$ cat src/rtl/pbls_pkg.sv
// pbls_pkg: shared types and constants for the power button / lid sequencer
// used by power_button_lid_sequencer_unit and its port checker; no dependencies
`default_nettype none

package pbls_pkg;

    localparam int DEB_W  = 20;
    localparam int DLY_W  = 24;
    localparam int CIDX_W = 3;
    localparam int CDAT_W = 24;
    localparam int CODE_W = 4;

    // configuration register indexes
    localparam logic [CIDX_W-1:0] CFG_BTN_DEBOUNCE = 3'd0;
    localparam logic [CIDX_W-1:0] CFG_LID_DEBOUNCE = 3'd1;
    localparam logic [CIDX_W-1:0] CFG_FIRST_PULSE  = 3'd2;
    localparam logic [CIDX_W-1:0] CFG_RELEASE_GAP  = 3'd3;
    localparam logic [CIDX_W-1:0] CFG_WAKE_PULSE   = 3'd4;
    localparam logic [CIDX_W-1:0] CFG_BOOT_CAUSE   = 3'd5;

    // configuration reset values
    localparam logic [DEB_W-1:0] RST_BTN_DEBOUNCE = 20'd30000;
    localparam logic [DEB_W-1:0] RST_LID_DEBOUNCE = 20'd30000;
    localparam logic [DLY_W-1:0] RST_FIRST_PULSE  = 24'd32000;
    localparam logic [DLY_W-1:0] RST_RELEASE_GAP  = 24'd3968000;
    localparam logic [DLY_W-1:0] RST_WAKE_PULSE   = 24'd200000;

    // boot causes
    localparam logic [1:0] BOOT_NORMAL       = 2'd0;
    localparam logic [1:0] BOOT_KBD_RESET    = 2'd1;
    localparam logic [1:0] BOOT_KBD_RECOVERY = 2'd2;
    localparam logic [1:0] BOOT_WAKE_PIN     = 2'd3;

    // reported sequencer state codes
    localparam logic [CODE_W-1:0] CODE_IDLE     = 4'd0;
    localparam logic [CODE_W-1:0] CODE_PRESSED  = 4'd1;
    localparam logic [CODE_W-1:0] CODE_T0       = 4'd2;
    localparam logic [CODE_W-1:0] CODE_T1       = 4'd3;
    localparam logic [CODE_W-1:0] CODE_HELD     = 4'd4;
    localparam logic [CODE_W-1:0] CODE_LIDOPEN  = 4'd5;
    localparam logic [CODE_W-1:0] CODE_RELEASED = 4'd6;
    localparam logic [CODE_W-1:0] CODE_EAT      = 4'd7;
    localparam logic [CODE_W-1:0] CODE_RECOVERY = 4'd8;
    localparam logic [CODE_W-1:0] CODE_WASOFF   = 4'd9;

    typedef enum logic [9:0] {
        ST_IDLE     = 10'b00_0000_0001,
        ST_PRESSED  = 10'b00_0000_0010,
        ST_T0       = 10'b00_0000_0100,
        ST_T1       = 10'b00_0000_1000,
        ST_HELD     = 10'b00_0001_0000,
        ST_LIDOPEN  = 10'b00_0010_0000,
        ST_RELEASED = 10'b00_0100_0000,
        ST_EAT      = 10'b00_1000_0000,
        ST_RECOVERY = 10'b01_0000_0000,
        ST_WASOFF   = 10'b10_0000_0000
    } t_seq_state;

    function automatic logic [CODE_W-1:0] state_code(input t_seq_state s);
        logic [CODE_W-1:0] c;
        case (s)
            ST_IDLE:     c = CODE_IDLE;
            ST_PRESSED:  c = CODE_PRESSED;
            ST_T0:       c = CODE_T0;
            ST_T1:       c = CODE_T1;
            ST_HELD:     c = CODE_HELD;
            ST_LIDOPEN:  c = CODE_LIDOPEN;
            ST_RELEASED: c = CODE_RELEASED;
            ST_EAT:      c = CODE_EAT;
            ST_RECOVERY: c = CODE_RECOVERY;
            ST_WASOFF:   c = CODE_WASOFF;
            default:     c = CODE_IDLE;
        endcase
        return c;
    endfunction

endpackage

`default_nettype wire

$ cat src/rtl/power_button_lid_sequencer_unit.sv
// power_button_lid_sequencer_unit: debounce of button and lid, pulse sequencer to chipset
// depends on pbls_pkg
//
//  channel   | handshake                | payload
//  ----------+--------------------------+---------------------------------------------
//  tick in   | i_valid / o_stall        | raw button, raw lid, chipset off, keys, bl req
//  result    | o_valid / i_stall        | pch level, debounced flags, events, state
//  config    | i_cfg_valid / o_cfg_ready| i_cfg_index, i_cfg_data
//
// one tick request per clock while o_stall is low; the whole tick is evaluated combinationally from the
// state registers into the result register, so the result shows in the cycle after accept.
// the rate is set by the single state update per tick (debounce counters, delay timer, fsm).
// o_stall is high only while the result register is full and the consumer stalls.
// synchronous active-low reset; config reads its reset values, no clearing pass.
`default_nettype none

module power_button_lid_sequencer_unit
    import pbls_pkg::*;
#(
    parameter int TIMER_BITS = 24
) (
    input  wire logic                i_clk,
    input  wire logic                i_rst_n,
    input  wire logic                i_valid,
    output logic                     o_stall,
    input  wire logic                i_raw_button,
    input  wire logic                i_raw_lid,
    input  wire logic                i_chipset_off,
    input  wire logic                i_recovery_keys,
    input  wire logic                i_panel_backlight_request,
    output logic                     o_valid,
    input  wire logic                i_stall,
    output logic                     o_pch_button_level,
    output logic                     o_button_debounced,
    output logic                     o_lid_debounced,
    output logic                     o_backlight_on,
    output logic                     o_keyboard_scan_on,
    output logic                     o_wake_chipset,
    output logic                     o_event_button,
    output logic                     o_event_lid_open,
    output logic                     o_event_lid_closed,
    output logic [CODE_W-1:0]        o_sequencer_state,
    input  wire logic                i_cfg_valid,
    output logic                     o_cfg_ready,
    input  wire logic [CIDX_W-1:0]   i_cfg_index,
    input  wire logic [CDAT_W-1:0]   i_cfg_data
);

    // saturating load of a delay into the timer
    function automatic logic [TIMER_BITS-1:0] arm(input logic [DLY_W-1:0] d);
        logic [TIMER_BITS-1:0] t;
        if ((d >> TIMER_BITS) != '0) begin
            t = '1;
        end else begin
            t = TIMER_BITS'(d);
        end
        return t;
    endfunction

    // configuration
    logic [DEB_W-1:0] r_cfg_btn_deb, r_cfg_lid_deb;
    logic [DLY_W-1:0] r_cfg_first, r_cfg_gap, r_cfg_wake;
    logic [1:0]       r_cfg_boot;

    // sequencer state
    t_seq_state            r_state, n_state;
    logic [TIMER_BITS-1:0] r_timer, n_timer;
    logic [DEB_W-1:0]      r_bcount, n_bcount, r_lcount, n_lcount;
    logic                  r_bpend, n_bpend, r_lpend, n_lpend;
    logic                  r_prev_btn, n_prev_btn, r_prev_lid, n_prev_lid;
    logic                  r_stable_btn, n_stable_btn, r_stable_lid, n_stable_lid;
    logic                  r_pch, n_pch, r_scan, n_scan, r_started, n_started;
    logic                  ev_wake, ev_button, ev_open, ev_closed;

    // result register
    logic              r_out_valid;
    logic              r_out_pch, r_out_btn, r_out_lid, r_out_bl, r_out_scan;
    logic              r_out_wake, r_out_evb, r_out_evo, r_out_evc;
    logic [CODE_W-1:0] r_out_state;

    logic in_acc, out_acc, cfg_acc;

    assign o_stall     = r_out_valid & i_stall;
    assign in_acc      = i_valid & ~o_stall;
    assign out_acc     = r_out_valid & ~i_stall;
    assign o_cfg_ready = 1'b1;
    assign cfg_acc     = i_cfg_valid & o_cfg_ready;

    always_ff @(posedge i_clk) begin
        if (!i_rst_n) begin
            r_cfg_btn_deb <= RST_BTN_DEBOUNCE;
            r_cfg_lid_deb <= RST_LID_DEBOUNCE;
            r_cfg_first   <= RST_FIRST_PULSE;
            r_cfg_gap     <= RST_RELEASE_GAP;
            r_cfg_wake    <= RST_WAKE_PULSE;
            r_cfg_boot    <= BOOT_NORMAL;
        end else if (cfg_acc) begin
            case (i_cfg_index)
                CFG_BTN_DEBOUNCE: r_cfg_btn_deb <= i_cfg_data[DEB_W-1:0];
                CFG_LID_DEBOUNCE: r_cfg_lid_deb <= i_cfg_data[DEB_W-1:0];
                CFG_FIRST_PULSE:  r_cfg_first   <= i_cfg_data;
                CFG_RELEASE_GAP:  r_cfg_gap     <= i_cfg_data;
                CFG_WAKE_PULSE:   r_cfg_wake    <= i_cfg_data;
                CFG_BOOT_CAUSE:   r_cfg_boot    <= i_cfg_data[1:0];
                default: ;
            endcase
        end
    end

    always_comb begin
        n_state      = r_state;
        n_timer      = r_timer;
        n_bcount     = r_bcount;
        n_lcount     = r_lcount;
        n_bpend      = r_bpend;
        n_lpend      = r_lpend;
        n_prev_btn   = r_prev_btn;
        n_prev_lid   = r_prev_lid;
        n_stable_btn = r_stable_btn;
        n_stable_lid = r_stable_lid;
        n_pch        = r_pch;
        n_scan       = r_scan;
        n_started    = r_started;
        ev_wake      = 1'b0;
        ev_button    = 1'b0;
        ev_open      = 1'b0;
        ev_closed    = 1'b0;

        if (!r_started) begin
            // first tick: latch levels and apply the boot rule
            n_prev_btn   = i_raw_button;
            n_prev_lid   = i_raw_lid;
            n_stable_btn = i_raw_button;
            n_stable_lid = i_raw_lid;
            n_started    = 1'b1;
            if (r_cfg_boot == BOOT_KBD_RECOVERY
                || (r_cfg_boot == BOOT_KBD_RESET && i_recovery_keys)) begin
                ev_wake = 1'b1;
                n_pch   = 1'b0;
                n_state = ST_RECOVERY;
                n_timer = arm(r_cfg_wake);
            end else if (r_cfg_boot == BOOT_KBD_RESET) begin
                n_pch   = 1'b1;
                n_state = i_raw_button ? ST_EAT : ST_IDLE;
            end else if (r_cfg_boot == BOOT_WAKE_PIN && i_raw_lid) begin
                ev_wake = 1'b1;
                n_pch   = 1'b0;
                n_state = i_raw_button ? ST_WASOFF : ST_LIDOPEN;
                n_timer = arm(r_cfg_wake);
            end else begin
                n_pch   = ~i_raw_button;
                ev_wake = i_raw_button;
            end
        end else begin
            if (r_timer != '0) begin
                n_timer = r_timer - TIMER_BITS'(1);
            end
            if (r_bpend && r_bcount != '0) begin
                n_bcount = r_bcount - DEB_W'(1);
            end
            if (r_lpend && r_lcount != '0) begin
                n_lcount = r_lcount - DEB_W'(1);
            end

            // any raw edge restarts the debounce count
            if (i_raw_button != r_prev_btn) begin
                n_bcount = r_cfg_btn_deb;
                n_bpend  = 1'b1;
                if (i_raw_button) begin
                    n_scan = 1'b0;
                end
            end
            if (i_raw_lid != r_prev_lid) begin
                n_lcount = r_cfg_lid_deb;
                n_lpend  = 1'b1;
            end
            n_prev_btn = i_raw_button;
            n_prev_lid = i_raw_lid;

            // debounced button change, ignored during pulse states
            if (n_bpend && n_bcount == '0) begin
                n_bpend = 1'b0;
                if (i_raw_button != r_stable_btn
                    && r_state != ST_RECOVERY && r_state != ST_LIDOPEN
                    && r_state != ST_WASOFF) begin
                    if (i_raw_button) begin
                        n_stable_btn = 1'b1;
                        n_state      = ST_PRESSED;
                        n_timer      = '0;
                        ev_button    = 1'b1;
                    end else if (r_state == ST_EAT) begin
                        n_state = ST_IDLE;
                    end else begin
                        n_stable_btn = 1'b0;
                        n_state      = ST_RELEASED;
                        n_timer      = '0;
                        n_scan       = 1'b1;
                    end
                end
            end

            // debounced lid change
            if (n_lpend && n_lcount == '0) begin
                n_lpend = 1'b0;
                if (i_raw_lid != r_stable_lid) begin
                    if (i_raw_lid) begin
                        n_stable_lid = 1'b1;
                        ev_open      = 1'b1;
                        if (i_chipset_off) begin
                            ev_wake = 1'b1;
                            n_pch   = 1'b0;
                            n_state = ST_LIDOPEN;
                            n_timer = arm(r_cfg_wake);
                        end
                    end else begin
                        n_stable_lid = 1'b0;
                        ev_closed    = 1'b1;
                    end
                end
            end

            // sequencer step once the delay has run out
            if (n_timer == '0) begin
                case (n_state)
                    ST_PRESSED: begin
                        if (i_chipset_off) begin
                            ev_wake = 1'b1;
                            n_timer = arm(r_cfg_wake);
                            n_state = ST_WASOFF;
                        end else begin
                            n_timer = arm(r_cfg_first);
                            n_state = ST_T0;
                        end
                        n_pch = 1'b0;
                    end
                    ST_T0: begin
                        n_timer = arm(r_cfg_gap);
                        n_state = ST_T1;
                        n_pch   = 1'b1;
                    end
                    ST_T1: begin
                        if (!i_chipset_off) begin
                            n_pch = 1'b0;
                        end
                        n_state = ST_HELD;
                    end
                    ST_RELEASED, ST_LIDOPEN: begin
                        n_pch   = 1'b1;
                        n_state = ST_IDLE;
                    end
                    ST_RECOVERY: begin
                        n_pch   = 1'b1;
                        n_state = i_raw_button ? ST_EAT : ST_IDLE;
                    end
                    ST_WASOFF: begin
                        if (i_raw_button) begin
                            n_state = ST_HELD;
                        end else if (n_stable_btn) begin
                            n_stable_btn = 1'b0;
                            n_state      = ST_RELEASED;
                            n_timer      = '0;
                            n_scan       = 1'b1;
                        end
                    end
                    default: ;
                endcase
            end
        end
    end

    always_ff @(posedge i_clk) begin
        if (!i_rst_n) begin
            r_state      <= ST_IDLE;
            r_timer      <= '0;
            r_bcount     <= '0;
            r_lcount     <= '0;
            r_bpend      <= 1'b0;
            r_lpend      <= 1'b0;
            r_prev_btn   <= 1'b0;
            r_prev_lid   <= 1'b0;
            r_stable_btn <= 1'b0;
            r_stable_lid <= 1'b0;
            r_pch        <= 1'b1;
            r_scan       <= 1'b1;
            r_started    <= 1'b0;
        end else if (in_acc) begin
            r_state      <= n_state;
            r_timer      <= n_timer;
            r_bcount     <= n_bcount;
            r_lcount     <= n_lcount;
            r_bpend      <= n_bpend;
            r_lpend      <= n_lpend;
            r_prev_btn   <= n_prev_btn;
            r_prev_lid   <= n_prev_lid;
            r_stable_btn <= n_stable_btn;
            r_stable_lid <= n_stable_lid;
            r_pch        <= n_pch;
            r_scan       <= n_scan;
            r_started    <= n_started;
        end
    end

    always_ff @(posedge i_clk) begin
        if (!i_rst_n) begin
            r_out_valid <= 1'b0;
        end else if (in_acc) begin
            r_out_valid <= 1'b1;
        end else if (out_acc) begin
            r_out_valid <= 1'b0;
        end
    end

    always_ff @(posedge i_clk) begin
        if (in_acc) begin
            r_out_pch   <= n_pch;
            r_out_btn   <= n_stable_btn;
            r_out_lid   <= n_stable_lid;
            r_out_bl    <= i_panel_backlight_request & n_stable_lid;
            r_out_scan  <= n_scan;
            r_out_wake  <= ev_wake;
            r_out_evb   <= ev_button;
            r_out_evo   <= ev_open;
            r_out_evc   <= ev_closed;
            r_out_state <= state_code(n_state);
        end
    end

    assign o_valid            = r_out_valid;
    assign o_pch_button_level = r_out_pch;
    assign o_button_debounced = r_out_btn;
    assign o_lid_debounced    = r_out_lid;
    assign o_backlight_on     = r_out_bl;
    assign o_keyboard_scan_on = r_out_scan;
    assign o_wake_chipset     = r_out_wake;
    assign o_event_button     = r_out_evb;
    assign o_event_lid_open   = r_out_evo;
    assign o_event_lid_closed = r_out_evc;
    assign o_sequencer_state  = r_out_state;

endmodule

`default_nettype wire

$ cat config.mk
export PLATFORM = sky130hd
export DESIGN_NAME = power_button_lid_sequencer_unit
export DESIGN_NICKNAME = d
export VERILOG_FILES = /design/src/rtl/pbls_pkg.sv /design/src/rtl/power_button_lid_sequencer_unit.sv
export SDC_FILE = /design/constraint.sdc
export NUM_CORES = 1
export LEC_CHECK = 0
export BUFFER_PORTS_ARGS = -buffer_cell sky130_fd_sc_hd__buf_2
export CAP_MARGIN = 20
export CORE_MARGIN = 3
export CORE_UTILIZATION = 38
export CTS_CLUSTER_DIAMETER = 50
export DETAILED_ROUTE_END_ITERATION = 10
export GPL_ROUTABILITY_DRIVEN = 0
export SYNTH_ARGS = -nofsm -noshare
export SYNTH_HDL_FRONTEND = slang
export SYNTH_SLANG_ARGS = --single-unit
$ cat constraint.sdc
create_clock -name i_clk -period 7.6 [get_ports i_clk]
set_input_delay 1.14 -clock i_clk [delete_from_list [all_inputs] [get_ports i_clk]]
set_output_delay 1.14 -clock i_clk [all_outputs]
set_load 0.005 [all_outputs]
==> report_table.html <==
<table>
<tr><th>Metric</th><th>Value</th></tr>
<tr><th colspan="2">Status</th></tr>
<tr><td>Status</td><td>finished clean</td></tr>
<tr><th colspan="2">Clock tree</th></tr>
<tr><td>Clock-pin slew on the worst setup and hold paths</td><td>about 0.060 ns</td></tr>
<tr><td>Resized Gates After CTS</td><td>0</td></tr>
<tr><td>Total clock buffers created by CTS</td><td>29</td></tr>
<tr><td>Number of hold buffers added after CTS</td><td>0</td></tr>
<tr><td>Maximum buffer depth of the clock tree</td><td>3</td></tr>
<tr><td>Htree depth</td><td>1</td></tr>
<tr><td>Root buffer cell</td><td>clkbuf_16</td></tr>
<tr><td>Source-to-sink clock delay at the later pin of the worst-skew pair</td><td>0.58 ns</td></tr>
<tr><td>Total clock sinks</td><td>211</td></tr>
<tr><td>Post-CTS Setup Repair Bufs</td><td>0</td></tr>
<tr><td>Clock tree from TritonCTS</td><td>built</td></tr>
<tr><th colspan="2">Global routing</th></tr>
<tr><td>Maximum number of pins on one net before global-route repair</td><td>approximately 110</td></tr>
<tr><td>Antenna violations before repair</td><td>0</td></tr>
<tr><td>Global-route wire length before repair</td><td>65.3 mm</td></tr>
<tr><td>Via count of the first global-routing pass</td><td>approximately 11,000</td></tr>
<tr><td>Aggregate global routing overflow</td><td>0</td></tr>
<tr><td>Total track usage</td><td>22.4%</td></tr>
<tr><th colspan="2">Pwr</th></tr>
<tr><td>Leakage power of the design</td><td>between 0.005 and 0.006 uW</td></tr>
<tr><td>Pwr Density</td><td>approximately 220 nW/um^2</td></tr>
<tr><td>Max VDD drop</td><td>roughly 180 uV</td></tr>
<tr><td>Sum of internal, switching and leakage power</td><td>3210 uW</td></tr>
<tr><th colspan="2">Routing</th></tr>
<tr><td>Final WL</td><td>41.3 mm</td></tr>
<tr><td>Final routed wire length divided by cell count</td><td>19.1 um</td></tr>
<tr><td>Per-cell via count in the routed design</td><td>approximately 5.9</td></tr>
<tr><td>Total via count in the routed design</td><td>12,800</td></tr>
<tr><td>Violation count after the first detailed-route iteration</td><td>between 1,000 and 1,500</td></tr>
<tr><td>Post-detailed-route count of antenna-violating nets</td><td>0</td></tr>
<tr><td>DRC errors left</td><td>0</td></tr>
<tr><td>Pre-antenna DRT Iters</td><td>8</td></tr>
<tr><th colspan="2">Floorplanning</th></tr>
<tr><td>Number of core rows</td><td>66</td></tr>
<tr><td>Die ar.</td><td>35,700 sq um</td></tr>
<tr><td>Area of the core region</td><td>between 30,000 and 40,000 sq um</td></tr>
<tr><td>Initial Util</td><td>between 30% and 40%</td></tr>
<tr><td>Die Y-Extent</td><td>around 190 um</td></tr>
<tr><td>Number of placed I/O pins</td><td>53</td></tr>
<tr><td>X dimension of the die</td><td>189 um</td></tr>
<tr><th colspan="2">Yosys</th></tr>
<tr><td>Ys Warns</td><td>0</td></tr>
<tr><td>Most common flop cell mapped by yosys</td><td>dfxtp_1</td></tr>
<tr><td>Area share of the largest cell type after synthesis</td><td>between 30% and 40%</td></tr>
<tr><td>Cells after Synth</td><td>about 1,700</td></tr>
<tr><td>Synthesized flop and latch total</td><td>between 200 and 250</td></tr>
<tr><td>Top post-synthesis cells by count</td><td>384 x nand2_1, 198 x dfxtp_1, 128 x nor2_1, 107 x a21boi_0, 101 x clkbuf_1</td></tr>
<tr><td>Yosys top cell by area</td><td>dfxtp_1</td></tr>
<tr><td>Synthesized area divided by synthesized cell count</td><td>7.39 sq um</td></tr>
<tr><td>Distinct cells, synth</td><td>a little under 90</td></tr>
<tr><td>Part of the Yosys area used for sequential elements</td><td>34.3%</td></tr>
<tr><td>Cell types occupying the most area after synthesis</td><td>dfxtp_1 31%, nand2_1 11%, a21boi_0 6.3%</td></tr>
<tr><td>Netlist area before placement</td><td>about 13,000 sq um</td></tr>
<tr><td>Count of flip-flops with a built-in enable after synthesis</td><td>13</td></tr>
<tr><td>Share of flip-flops with an asynchronous set or reset</td><td>0%</td></tr>
<tr><td>Synth Net Count</td><td>~1,800</td></tr>
<tr><td>Most frequent cell after synthesis</td><td>nand2_1</td></tr>
<tr><th colspan="2">Finish</th></tr>
<tr><td>Area overhead of the layout relative to synthesis</td><td>12.4%</td></tr>
<tr><td>Proportion of layout cells with a drive suffix above 1</td><td>9.73%</td></tr>
<tr><td>Fin cells</td><td>2,169</td></tr>
<tr><td>Count of antenna diodes in the layout</td><td>0</td></tr>
<tr><td>Filler Cells Inserted</td><td>3,371</td></tr>
<tr><td>Multi-input logic area</td><td>7860 sq um</td></tr>
<tr><td>Fin nets</td><td>1,748</td></tr>
<tr><td>Seq. cell area</td><td>roughly 4400 sq um</td></tr>
<tr><th colspan="2">STA</th></tr>
<tr><td>Final critical-path share of the clock period</td><td>between 80% and 90%</td></tr>
<tr><td>Min Hold Slack</td><td>0.467 ns</td></tr>
<tr><td>Setup skew after layout</td><td>around 0.023 ns</td></tr>
<tr><td>Setup TNS</td><td>0 ns</td></tr>
<tr><td>Final count of pins violating max slew</td><td>0</td></tr>
<tr><td>Final worst slack</td><td>1.50 ns</td></tr>
<tr><td>Setup repair after global routing missed its margin</td><td>false</td></tr>
<tr><td>Max Freq</td><td>164 MHz</td></tr>
<tr><td>Actual slew at the worst max-slew pin</td><td>1.13 ns</td></tr>
<tr><td>Setup-violating endpoint count in the final report</td><td>0</td></tr>
<tr><td>Final number of hold-violating endpoints</td><td>0</td></tr>
<tr><td>Fin crit period</td><td>6.10 ns</td></tr>
<tr><td>Remaining max-slew budget at the tightest pin</td><td>between 20% and 30%</td></tr>
<tr><th colspan="2">Worst setup path</th></tr>
<tr><td>Worst r2r src</td><td>r_lcount[0]</td></tr>
<tr><td>R2r setup slk</td><td>between 1 and 1.5 ns</td></tr>
<tr><td>Reg-to-reg endpoint</td><td>o_sequencer_state[2]</td></tr>
<tr><td>Crit Path Category</td><td>flop to flop</td></tr>
<tr><td>Largest fanout on the critical path</td><td>8</td></tr>
<tr><td>Startpoint kind of the worst setup timing path</td><td>flop</td></tr>
<tr><td>WP data required</td><td>7.99 ns</td></tr>
<tr><td>R2R cell count</td><td>15</td></tr>
<tr><td>Arrival time at the worst endpoint</td><td>between 6 and 7 ns</td></tr>
<tr><td>Critical path endpoint category</td><td>flop</td></tr>
<tr><th colspan="2">Place</th></tr>
<tr><td>Placed cells</td><td>about 2,100</td></tr>
<tr><td>Detailed placement HPWL</td><td>roughly 28 mm</td></tr>
<tr><td>Count of input and output buffers</td><td>51</td></tr>
<tr><td>Post-Place Setup Slack</td><td>between 1 and 1.5 ns</td></tr>
<tr><th colspan="2">Hold path</th></tr>
<tr><td>Number of cells on the worst hold path</td><td>2</td></tr>
<tr><td>Start point of the worst hold path</td><td>r_cfg_first[22]</td></tr>
<tr><td>Worst Hold End</td><td>r_cfg_first[22]</td></tr>
<tr><td>Path class of the lowest-slack min-delay path</td><td>flop to flop</td></tr>
<tr><th colspan="2">Flow run</th></tr>
<tr><td>Reported max-cap violation count</td><td>0</td></tr>
</table>
-- cell families after synthesis --
group / count (synthesis) / share of synthesized area, %
adders and majority gates: 5 / 0.492
muxes: 33 / 2.63
xor gates and xnor gates: 33 / 2.27
and+or+nand+nor: 861 / 32.3
AOI/OAI and AO/OA: 432 / 23.6
other: 1 / 0.0295
DFF: 211 / 34.3
buffers and inverters: 144 / 4.37
-- metal layers --
metal	part of all wire (%)	track usage, %
met1	48	34.2
met2	42	33.4
met3	7.3	3.15
met4	2.2	5.16
met5	0	0
-- power by group --
group	internal, uW	leakage [uW]	switching [uW]
combinational	223	0.00296	388
sequential	1160	0.00174	54.0
clock	833	0.000478	546
total	2220	0.00518	987
-- stage by stage --
step	instance area (sq um)	util (%)
after floorplan	12700	-
after global placement	13300	40.4
after CTS	14200	43.4
final	14300	43.6
after detailed placement	13300	40.4
after global routing	14300	43.6
-- registers in the layout (all words and copies together) (netlist names), 4 cells and up --
register,count
r_timer,24
r_cfg_first,24
r_bcount,20
r_cfg_gap,24
r_cfg_lid_deb,20
r_cfg_wake,24
r_cfg_btn_deb,20
o_sequencer_state,4
r_state,10
r_lcount,20
-- worst max-delay path by stage --
stage,end,slack [ns],depth (start not counted),start
after global placement,r_timer[12],1.30,17,i_raw_button
after floorplan,o_sequencer_state[2],2.46,15,i_raw_button
after detailed placement,r_timer[9],1.25,17,i_raw_button
final,o_sequencer_state[2],1.50,15,r_lcount[0]
after CTS,o_sequencer_state[2],1.58,13,r_lpend
after global routing,o_sequencer_state[2],1.05,15,r_lcount[0]
-- worst max-delay path: stages, from the launching register on --
cell       delay [ns]
dfxtp_1          0.36
inv_1            0.12
ha_1             0.20
nor4b_1          0.79
nand3_1          0.27
nor2_1           0.48
nor3_1           0.13
a2111o_1         0.41
or4_4            0.49
nor3_1           0.75
mux2_2           0.49
a31oi_1          0.23
a2bb2oi_1        0.54
and2_2           0.30
nand3b_1         0.08
a311oi_1         0.27
-- area by class of cell --
cell class / count / share of cell area [%]
multi-input cells: 1365 / 55.0
flip-flops and latches: 211 / 30.5
clock buffers: 37 / 5.72
well taps: 442 / 3.87
repair buffers: 72 / 3.04
clock inverters: 15 / 1.17
inverters: 27 / 0.710
-- layout by cell type (no fill, tap or decap), types with 6 or more instances in the layout --
cell type / count
a211o_1: 6
a211oi_1: 19
a21boi_0: 107
a21oi_1: 50
a221oi_1: 8
a22oi_1: 9
a31oi_1: 25
a41oi_1: 7
and2_1: 14
and3_1: 11
buf_2: 50
buf_4: 19
clkbuf_16: 30
dfxtp_1: 198
edfxtp_1: 13
inv_1: 26
mux2i_1: 30
nand2_1: 384
nand2b_1: 9
nand3_1: 66
nand3b_1: 7
nand4_1: 12
nor2_1: 126
nor2b_1: 33
nor3_1: 58
nor3b_1: 16
nor4_1: 33
o211a_1: 11
o211ai_1: 24
o21a_1: 8
o21ai_0: 88
o31ai_1: 10
or2_2: 11
or3_1: 27
or4_1: 24
xnor2_1: 20
xor2_1: 9
No activity file was read; power rests on OpenSTA's default activity.
